## src/sv/pcq_pkg.sv

```systemverilog
// Package for the palette color quantizer: field widths, mode and command codes,
// item structs and the posterize function. No dependencies.
`default_nettype none

package pcq_pkg;

   localparam int CHAN_W      = 8;
   localparam int INDEX_W     = 6;
   localparam int COUNT_W     = 7;
   localparam int MODE_W      = 2;
   localparam int CSR_IDX_W   = 1;
   localparam int DIST_W      = 18;   // 3 * 255^2 fits
   localparam int SQ_W        = 2 * CHAN_W;
   localparam int INDEX_LIMIT = 64;
   localparam int POST_BIAS   = 42;
   localparam int POST_STEP   = 85;

   localparam logic [MODE_W-1:0] MODE_PASS      = 2'd0;
   localparam logic [MODE_W-1:0] MODE_POSTERIZE = 2'd1;
   localparam logic [MODE_W-1:0] MODE_PALETTE   = 2'd2;

   localparam logic CMD_PIXEL = 1'b0;
   localparam logic CMD_WRITE = 1'b1;

   localparam logic [CSR_IDX_W-1:0] CSR_COLOR_MODE    = 1'd0;
   localparam logic [CSR_IDX_W-1:0] CSR_PALETTE_COUNT = 1'd1;

   localparam logic [COUNT_W-1:0] COUNT_RESET = 7'd16;

   typedef struct packed {
      logic [CHAN_W-1:0] blue;
      logic [CHAN_W-1:0] green;
      logic [CHAN_W-1:0] red;
   } color_type;

   typedef struct packed {
      logic              command;
      logic [CHAN_W-1:0] blue_in;
      logic [CHAN_W-1:0] green_in;
      logic [CHAN_W-1:0] red_in;
      logic [INDEX_W-1:0] entry_index;
   } req_type;

   typedef struct packed {
      logic [CHAN_W-1:0] blue_out;
      logic [CHAN_W-1:0] green_out;
      logic [CHAN_W-1:0] red_out;
      logic [INDEX_W-1:0] chosen_index;
   } rsp_type;

   // travels with each palette entry through the distance pipeline
   typedef struct packed {
      logic [INDEX_W-1:0] idx;
      color_type          color;
      logic               last;
   } tag_type;

   // (c + 42) / 85 * 85 as three threshold compares
   function automatic logic [CHAN_W-1:0] posterize(input logic [CHAN_W-1:0] c);
      localparam int T1 = POST_STEP - POST_BIAS;
      localparam int T2 = 2 * POST_STEP - POST_BIAS;
      localparam int T3 = 3 * POST_STEP - POST_BIAS;
      logic [CHAN_W-1:0] level;
      if (32'(c) < T1) begin
         level = '0;
      end else if (32'(c) < T2) begin
         level = CHAN_W'(POST_STEP);
      end else if (32'(c) < T3) begin
         level = CHAN_W'(2 * POST_STEP);
      end else begin
         level = CHAN_W'(3 * POST_STEP);
      end
      return level;
   endfunction

endpackage

`default_nettype wire

```

## src/sv/pcq_dist.sv

```systemverilog
// Three-stage squared-distance pipeline: per-channel difference, square, sum.
// Depends on pcq_pkg.
`default_nettype none

module pcq_dist
   import pcq_pkg::*;
(
   input  wire logic              clock,
   input  wire logic              reset,
   input  wire logic              in_valid,
   input  wire color_type         pixel,
   input  wire color_type         entry,
   input  wire tag_type           in_tag,
   output logic                   out_valid,
   output logic [DIST_W-1:0]      out_dist,
   output tag_type                out_tag
);

   function automatic logic [CHAN_W-1:0] abs_diff(input logic [CHAN_W-1:0] a,
                                                   input logic [CHAN_W-1:0] b);
      return (a > b) ? (a - b) : (b - a);
   endfunction

   logic [2:0]        valid_ff;
   logic [2:0]        valid_in;
   logic [CHAN_W-1:0] diff_ff [3];
   logic [SQ_W-1:0]   sq_ff [3];
   logic [DIST_W-1:0] sum_ff;
   tag_type           tag_ff [3];

   assign valid_in = {valid_ff[1:0], in_valid};

   always_ff @(posedge clock) begin
      if (reset) begin
         valid_ff <= '0;
      end else begin
         valid_ff <= valid_in;
      end
   end

   always_ff @(posedge clock) begin
      diff_ff[0] <= abs_diff(pixel.blue, entry.blue);
      diff_ff[1] <= abs_diff(pixel.green, entry.green);
      diff_ff[2] <= abs_diff(pixel.red, entry.red);
      tag_ff[0]  <= in_tag;

      for (int k = 0; k < 3; k++) begin
         sq_ff[k] <= SQ_W'(diff_ff[k]) * SQ_W'(diff_ff[k]);
      end
      tag_ff[1] <= tag_ff[0];

      sum_ff    <= DIST_W'(sq_ff[0]) + DIST_W'(sq_ff[1]) + DIST_W'(sq_ff[2]);
      tag_ff[2] <= tag_ff[1];
   end

   assign out_valid = valid_ff[2];
   assign out_dist  = sum_ff;
   assign out_tag   = tag_ff[2];

endmodule

`default_nettype wire

```

## src/sv/palette_color_quantizer.sv

```systemverilog
// Palette color quantizer: pass-through, four-level posterize or nearest palette
// color per pixel item; palette write items load the palette RAM. A palette write
// gives no result. In palette mode the searched count is palette_count clamped to
// 1..min(PALETTE_DEPTH, 64): the palette RAM's one read port supplies one entry
// per cycle into a five-stage read, distance and compare pipeline. The block
// holds req_stall high while a pixel is in progress. Palette entries come up
// undefined after reset and must be written before they are searched.
// Depends on pcq_pkg and pcq_dist.
`default_nettype none

module palette_color_quantizer
   import pcq_pkg::*;
#(
   parameter int PALETTE_DEPTH = 64
) (
   input  wire logic                  clock,
   input  wire logic                  reset,
   input  wire logic                  req_valid,
   output logic                       req_stall,
   input  wire req_type               req_data,
   output logic                       rsp_valid,
   input  wire logic                  rsp_stall,
   output rsp_type                    rsp_data,
   input  wire logic                  csr_valid,
   output logic                       csr_ready,
   input  wire logic [CSR_IDX_W-1:0]  csr_index,
   input  wire logic [COUNT_W-1:0]    csr_wdata
);

   localparam int ADDR_W = (PALETTE_DEPTH > 1) ? $clog2(PALETTE_DEPTH) : 1;
   localparam int SEARCH_LIMIT = (PALETTE_DEPTH < INDEX_LIMIT) ? PALETTE_DEPTH : INDEX_LIMIT;

   typedef enum logic [2:0] {
      ST_IDLE   = 3'b001,
      ST_SEARCH = 3'b010,
      ST_DONE   = 3'b100
   } state_type;

   state_type           state_ff, state_in;
   logic [MODE_W-1:0]   color_mode_ff;
   logic [COUNT_W-1:0]  palette_count_ff;
   color_type           pix_ff;
   logic [INDEX_W-1:0]  issue_ff, issue_in;
   logic                issuing_ff, issuing_in;
   logic                rd_valid_ff;
   logic [INDEX_W-1:0]  rd_idx_ff;
   logic                rd_last_ff;
   color_type           rd_color_ff;
   logic [DIST_W-1:0]   best_dist_ff;
   logic [INDEX_W-1:0]  best_idx_ff;
   color_type           best_color_ff;
   logic                rsp_valid_ff, rsp_valid_in;
   rsp_type             rsp_data_ff, rsp_data_in;

   color_type           palette_mem [PALETTE_DEPTH];

   logic                req_fire;
   logic                pixel_fire;
   logic                wr_en;
   logic [ADDR_W-1:0]   wr_addr;
   logic [ADDR_W-1:0]   rd_addr;
   logic [COUNT_W-1:0]  search_n;
   logic                last_issue;
   logic                issue_now;
   logic                rsp_load;
   logic                best_take;
   color_type           req_color;
   tag_type             dist_tag_in;
   logic                dist_valid;
   logic [DIST_W-1:0]   dist_value;
   tag_type             dist_tag;

   assign req_stall  = (state_ff != ST_IDLE);
   assign req_fire   = req_valid && !req_stall;
   assign pixel_fire = req_fire && (req_data.command == CMD_PIXEL);
   assign req_color  = '{blue: req_data.blue_in, green: req_data.green_in,
                         red: req_data.red_in};

   // writes past the RAM depth are dropped
   assign wr_en   = req_fire && (req_data.command == CMD_WRITE) &&
                    (32'(req_data.entry_index) < 32'(PALETTE_DEPTH));
   assign wr_addr = ADDR_W'(req_data.entry_index);
   assign rd_addr = ADDR_W'(issue_ff);

   always_comb begin
      if (palette_count_ff == '0) begin
         search_n = COUNT_W'(1);
      end else if (32'(palette_count_ff) > SEARCH_LIMIT) begin
         search_n = COUNT_W'(SEARCH_LIMIT);
      end else begin
         search_n = palette_count_ff;
      end
   end

   assign issue_now  = (state_ff == ST_SEARCH) && issuing_ff;
   assign last_issue = ({1'b0, issue_ff} == (search_n - COUNT_W'(1)));

   assign csr_ready = 1'b1;

   always_ff @(posedge clock) begin
      if (wr_en) begin
         palette_mem[wr_addr] <= req_color;
      end
      rd_color_ff <= palette_mem[rd_addr];
   end

   assign dist_tag_in = '{idx: rd_idx_ff, color: rd_color_ff, last: rd_last_ff};

   pcq_dist u_dist (
      .clock     (clock),
      .reset     (reset),
      .in_valid  (rd_valid_ff),
      .pixel     (pix_ff),
      .entry     (rd_color_ff),
      .in_tag    (dist_tag_in),
      .out_valid (dist_valid),
      .out_dist  (dist_value),
      .out_tag   (dist_tag)
   );

   // strict less-than in index order keeps the lowest index on a tie
   assign best_take = dist_valid && (dist_value < best_dist_ff);

   assign rsp_load = (state_ff == ST_DONE) && (!rsp_valid_ff || !rsp_stall);

   always_comb begin
      state_in   = state_ff;
      issue_in   = issue_ff;
      issuing_in = issuing_ff;
      unique case (state_ff)
         ST_IDLE: begin
            if (pixel_fire) begin
               issue_in = '0;
               if (color_mode_ff == MODE_PALETTE) begin
                  state_in   = ST_SEARCH;
                  issuing_in = 1'b1;
               end else begin
                  state_in = ST_DONE;
               end
            end
         end
         ST_SEARCH: begin
            if (issue_now) begin
               issue_in = issue_ff + INDEX_W'(1);
               if (last_issue) begin
                  issuing_in = 1'b0;
               end
            end
            if (dist_valid && dist_tag.last) begin
               state_in = ST_DONE;
            end
         end
         ST_DONE: begin
            if (rsp_load) begin
               state_in = ST_IDLE;
            end
         end
         default: begin
            state_in = ST_IDLE;
         end
      endcase
   end

   always_comb begin
      priority if (color_mode_ff == MODE_PALETTE) begin
         rsp_data_in = '{blue_out: best_color_ff.blue, green_out: best_color_ff.green,
                         red_out: best_color_ff.red, chosen_index: best_idx_ff};
      end else if (color_mode_ff == MODE_POSTERIZE) begin
         rsp_data_in = '{blue_out: posterize(pix_ff.blue),
                         green_out: posterize(pix_ff.green),
                         red_out: posterize(pix_ff.red), chosen_index: '0};
      end else begin
         rsp_data_in = '{blue_out: pix_ff.blue, green_out: pix_ff.green,
                         red_out: pix_ff.red, chosen_index: '0};
      end
   end

   always_comb begin
      rsp_valid_in = rsp_valid_ff;
      if (rsp_load) begin
         rsp_valid_in = 1'b1;
      end else if (rsp_valid_ff && !rsp_stall) begin
         rsp_valid_in = 1'b0;
      end
   end

   always_ff @(posedge clock) begin
      if (reset) begin
         state_ff         <= ST_IDLE;
         color_mode_ff    <= MODE_PASS;
         palette_count_ff <= COUNT_RESET;
         issuing_ff       <= 1'b0;
         rd_valid_ff      <= 1'b0;
         rsp_valid_ff     <= 1'b0;
      end else begin
         state_ff     <= state_in;
         issuing_ff   <= issuing_in;
         rd_valid_ff  <= issue_now;
         rsp_valid_ff <= rsp_valid_in;
         if (csr_valid && csr_ready) begin
            unique case (csr_index)
               CSR_COLOR_MODE:    color_mode_ff    <= csr_wdata[MODE_W-1:0];
               CSR_PALETTE_COUNT: palette_count_ff <= csr_wdata;
               default: ;
            endcase
         end
      end
   end

   always_ff @(posedge clock) begin
      issue_ff   <= issue_in;
      rd_idx_ff  <= issue_ff;
      rd_last_ff <= last_issue;
      if (pixel_fire) begin
         pix_ff       <= req_color;
         best_dist_ff <= '1;
      end else if (best_take) begin
         best_dist_ff  <= dist_value;
         best_idx_ff   <= dist_tag.idx;
         best_color_ff <= dist_tag.color;
      end
      if (rsp_load) begin
         rsp_data_ff <= rsp_data_in;
      end
   end

   assign rsp_valid = rsp_valid_ff;
   assign rsp_data  = rsp_data_ff;

   // issue pointer stays below the search limit
   assert property (@(posedge clock) disable iff (reset)
      issue_now |-> (32'(issue_ff) < SEARCH_LIMIT))
      else $error("palette read beyond search limit");

   // distance results only arrive during a search
   assert property (@(posedge clock) disable iff (reset)
      dist_valid |-> (state_ff == ST_SEARCH))
      else $error("distance result outside search");

   // a search ends only on the last entry's distance
   assert property (@(posedge clock) disable iff (reset)
      (state_ff == ST_SEARCH && state_in == ST_DONE) |-> (dist_valid && dist_tag.last))
      else $error("search ended early");

   // a new result is always loaded from the done state
   assert property (@(posedge clock) disable iff (reset)
      $rose(rsp_valid_ff) |-> $past(state_ff == ST_DONE))
      else $error("result without finished pixel");

   // no palette entry is fetched once the search pipeline is draining
   assert property (@(posedge clock) disable iff (reset)
      (state_ff == ST_SEARCH && !issuing_ff) |=> !rd_valid_ff)
      else $error("fetch after last entry");

endmodule

`default_nettype wire

```

## config.mk

```make
export PLATFORM = sky130hd
export DESIGN_NAME = palette_color_quantizer
export DESIGN_NICKNAME = d
export VERILOG_FILES = /design/src/sv/pcq_pkg.sv /design/src/sv/pcq_dist.sv /design/src/sv/palette_color_quantizer.sv
export SDC_FILE = /design/constraint.sdc
export NUM_CORES = 2
export LEC_CHECK = 0
export ABC_AREA = 1
export BUFFER_PORTS_ARGS = -buffer_cell sky130_fd_sc_hd__buf_2
export CAP_MARGIN = 15
export CELL_PAD_IN_SITES_DETAIL_PLACEMENT = 1
export CELL_PAD_IN_SITES_GLOBAL_PLACEMENT = 1
export CORE_ASPECT_RATIO = 1.1
export CORE_MARGIN = 2
export CORE_UTILIZATION = 50
export CTS_BUF_LIST = sky130_fd_sc_hd__clkbuf_8
export DETAILED_ROUTE_END_ITERATION = 16
export HOLD_SLACK_MARGIN = 0.05
export PLACE_DENSITY = 0.84
export SLEW_MARGIN = 20
export SYNTH_ARGS = -nofsm -noshare
export SYNTH_HDL_FRONTEND = slang
export SYNTH_SLANG_ARGS = --single-unit
```

## constraint.sdc

```tcl
create_clock -name clock -period 6.6 [get_ports clock]
set_input_delay 0.33 -clock clock [delete_from_list [all_inputs] [get_ports clock]]
set_output_delay 0.33 -clock clock [all_outputs]
set_load 0.01 [all_outputs]
```

==> out/results.ini <==
[sta]
rsz0062_at_grt=no
clock_skew_ps=80.7
finalCriticalPeriod_ps=4280
post-route-period-util_pct=64.8
relSlewSlack_pct=18.7
worst_pin_slew_ps=1220
drv_slew=0
fmax_mhz=234
hold_viol_final=0
setup_viol=0
tns_ps=0

[clocking]
cts_sinks=1873
clk_pin_slew_ps=80
h-tree-depth=5
cts_tree=yes
cts-resized-gates=0
cts_buffers=309
clk_latency_ps=1090
post-cts-setup-buffers=0
cts_root_buf=clkbuf_8
cts.path.max_buffers=4
cts.hold.buffers_added=50

[flow_run]
maxCapViolCount=0

[routing]
drtPass1Iterations=8
via_per_inst=6.27
wl_per_cell_um=28.6
drt_iter0_drc=6930
antenna_left=0
wirelength_mm=254
vias=55500
route.detailed.drc=0

[logic_synthesis]
synthAdderAreaFrac_pct=5.04
synthSimpleGateAreaFrac_pct=9.97
syn-num-nets=6680
yosysTopAreaCellShare_pct=62.6
yosysSeqAreaShare_pct=69.0
synthTopCellsByArea=edfxtp_1 63%, dfxtp_1 6.3%, o21ai_0 5.2%, nor2_1 5.0%, ha_1 2.9%
synth_top_family_by_area=compound AO/OA/AOI/OAI gates
ys_seq_elements=1873
yosysMostFrequentCell=edfxtp_1
synthMuxAreaShare_pct=0.0128
synthesis.yosys.warnings=0
synth_edf_count=1626
ys_types=47
syn_inst=6371
synthTopCellsByCount=1626 x edfxtp_1, 1040 x nor2_1, 804 x o21ai_0
syn-cell-area_mm2=0.0780
synth-compound-area-share_pct=10.8
synth-xor-area-share_pct=1.35
async_flop_share_pct=0
yosysTopAreaCell=edfxtp_1
avgSynthCellArea_um2=12.2
ys.flop_type=edfxtp_1

[setup_path]
path_common_cell=fa_1
reg2regPathDepth=16
critPathCaptureType=flop
path_delay_family=adder cells
max_stage_delay_ps=550
worst-path-buf-inv=3
crit_arrival_ps=5160
cp_num_cells=16
cp-start-kind=flop
path_max_fanout=8
criticalPathCategory=flop to flop
worst_path_max_delay_cell=fa_1
crit_required_ps=7480
worstPathCellList=nand2_1 > fa_1 > inv_1 > fa_1 > fa_1 > inv_1 > fa_1 > inv_1 > ha_1 > a21oi_1 > o21ai_0 > a21oi_1 > nor2_1 > o21ai_0 > nand2_1 > xor2_1

[final_layout]
drive_above_1_share_pct=9.74
register_area_mm2=0.0538
final_nets=6869
multi_input_area_mm2=0.0214
fillers=15600
syn_to_final_growth_pct=11.2

[worst_hold_path]
hold_class=input pin to flop
hold_path_depth=2

[floorplanning]
rows=152
die_h_um=418
initial_core_util_pct=50.2
die_w_um=381
core_area_mm2=0.155
dieArea_mm2=0.159
design.portCount=77

[place]
gp_congestion=0.889
numPortBuffers=75
dpl.hpwl_mm=140

[power]
vdd_drop_max_mv=0.797
leakage_nw=31.4
p_per_area_mw_per_mm2=538
finalPower_mw=46.6

[grt]
grt_pass1_vias=59200
grt_pass1_wl_mm=372
grt-ovfl-total=0
grt_use_total_pct=31.4
grt_start_max_net_pins=213
grt_antenna_before_repair=13

[status]
status=finished clean

[per-layer routing]
metal | wire [um] | global-route usage (%) | vias up
met5 | 31 | 0 | -
met3 | 24100 | 6.98 | 948
met4 | 18000 | 21.1 | 6
li1 | - | - | 23300
met1 | 89000 | 36.7 | 27800
met2 | 123000 | 51.9 | 3551
[state kept, by name, summed over array words and instances (netlist names), 2 cells and up]
| register | flops |
|---|---|
| best_dist_ff | 18 |
| u_dist.valid_ff | 3 |
| palette_mem | 1536 |
| pix_ff | 24 |
| u_dist.out_dist | 18 |
| color_mode_ff | 2 |
| best_color_ff | 24 |
| rsp_data | 30 |
| rd_idx_ff | 6 |
| state_ff | 3 |
| palette_count_ff | 7 |
| issue_ff | 6 |
| u_dist.tag_ff | 93 |
| u_dist.sq_ff | 45 |
| dist_tag_in | 24 |
| u_dist.diff_ff | 24 |
| best_idx_ff | 6 |
[layout by cell type, fill, tap and decap left out, types with 41 or more instances in the layout]
cell              n
edfxtp_1       1626
nor2_1          974
o21ai_0         804
nand2_1         553
inv_1           439
clkbuf_8        331
dfxtp_1         247
o22ai_1         211
nand3_1         205
ha_1            183
o211ai_1        142
a21oi_1         137
buf_4           115
nand4_1          96
fa_1             82
o221ai_1         80
xor2_1           79
buf_2            75
nor2_2           64
clkinv_1         54
dlygate4sd3_1    50
o21ai_1          47
xnor2_1          41
[area by class of cell]
class,count,area share (%)
repair buffers,251,2.27
well taps,2079,3.00
clock buffers,331,5.25
inverters,349,1.54
multi-input cells,3776,24.6
diodes,13,0.0375
clock inverters,193,1.24
flip-flops and latches,1873,62.0
[final timing paths]
| path | from | to | slack [ps] |
|---|---|---|---|
| setup / recovery | u_dist.diff_ff[0][20] | u_dist.sq_ff[0][44] | 2320 |
| hold / removal | req_data[7] | palette_mem[11][1] | 90 |
| setup reg to reg | u_dist.diff_ff[0][20] | u_dist.sq_ff[0][44] | 2320 |
| hold reg to reg | u_dist.tag_ff[0][59] | u_dist.tag_ff[0][90] | 320 |
[cells by family after synthesis]
group | Yosys count
adders and majority gates | 265
buffers and inverters | 722
muxes | 1
xor gates and xnor gates | 120
DFF | 1873
other | 1
and+or+nand+nor | 1919
AOI/OAI and AO/OA | 1470
[through the flow]
step | util [%] | std cells | setup slack [ps] | instance area (um2) | hold slack [ps]
final | 55.8 | 8865 | 2320 | 86700 | 85.4
after global routing | 55.8 | 8855 | 1960 | 86700 | 81.6
after CTS | 55.8 | 8851 | 2310 | 86600 | 50.4
after detailed placement | 51.8 | 8277 | 2380 | 80500 | 313
after global placement | 51.8 | 8277 | 2450 | 80500 | 310
after floorplan | - | 6371 | 2600 | 78000 | 310
[report_power, final]
part | internal [mW] | switching [mW] | leakage [nW]
logic | 7.11 | 15.1 | 11.4
registers | 13.9 | 0.634 | 16.7
clock network | 5.03 | 4.82 | 3.26
Power figures use the tool's default switching activity.
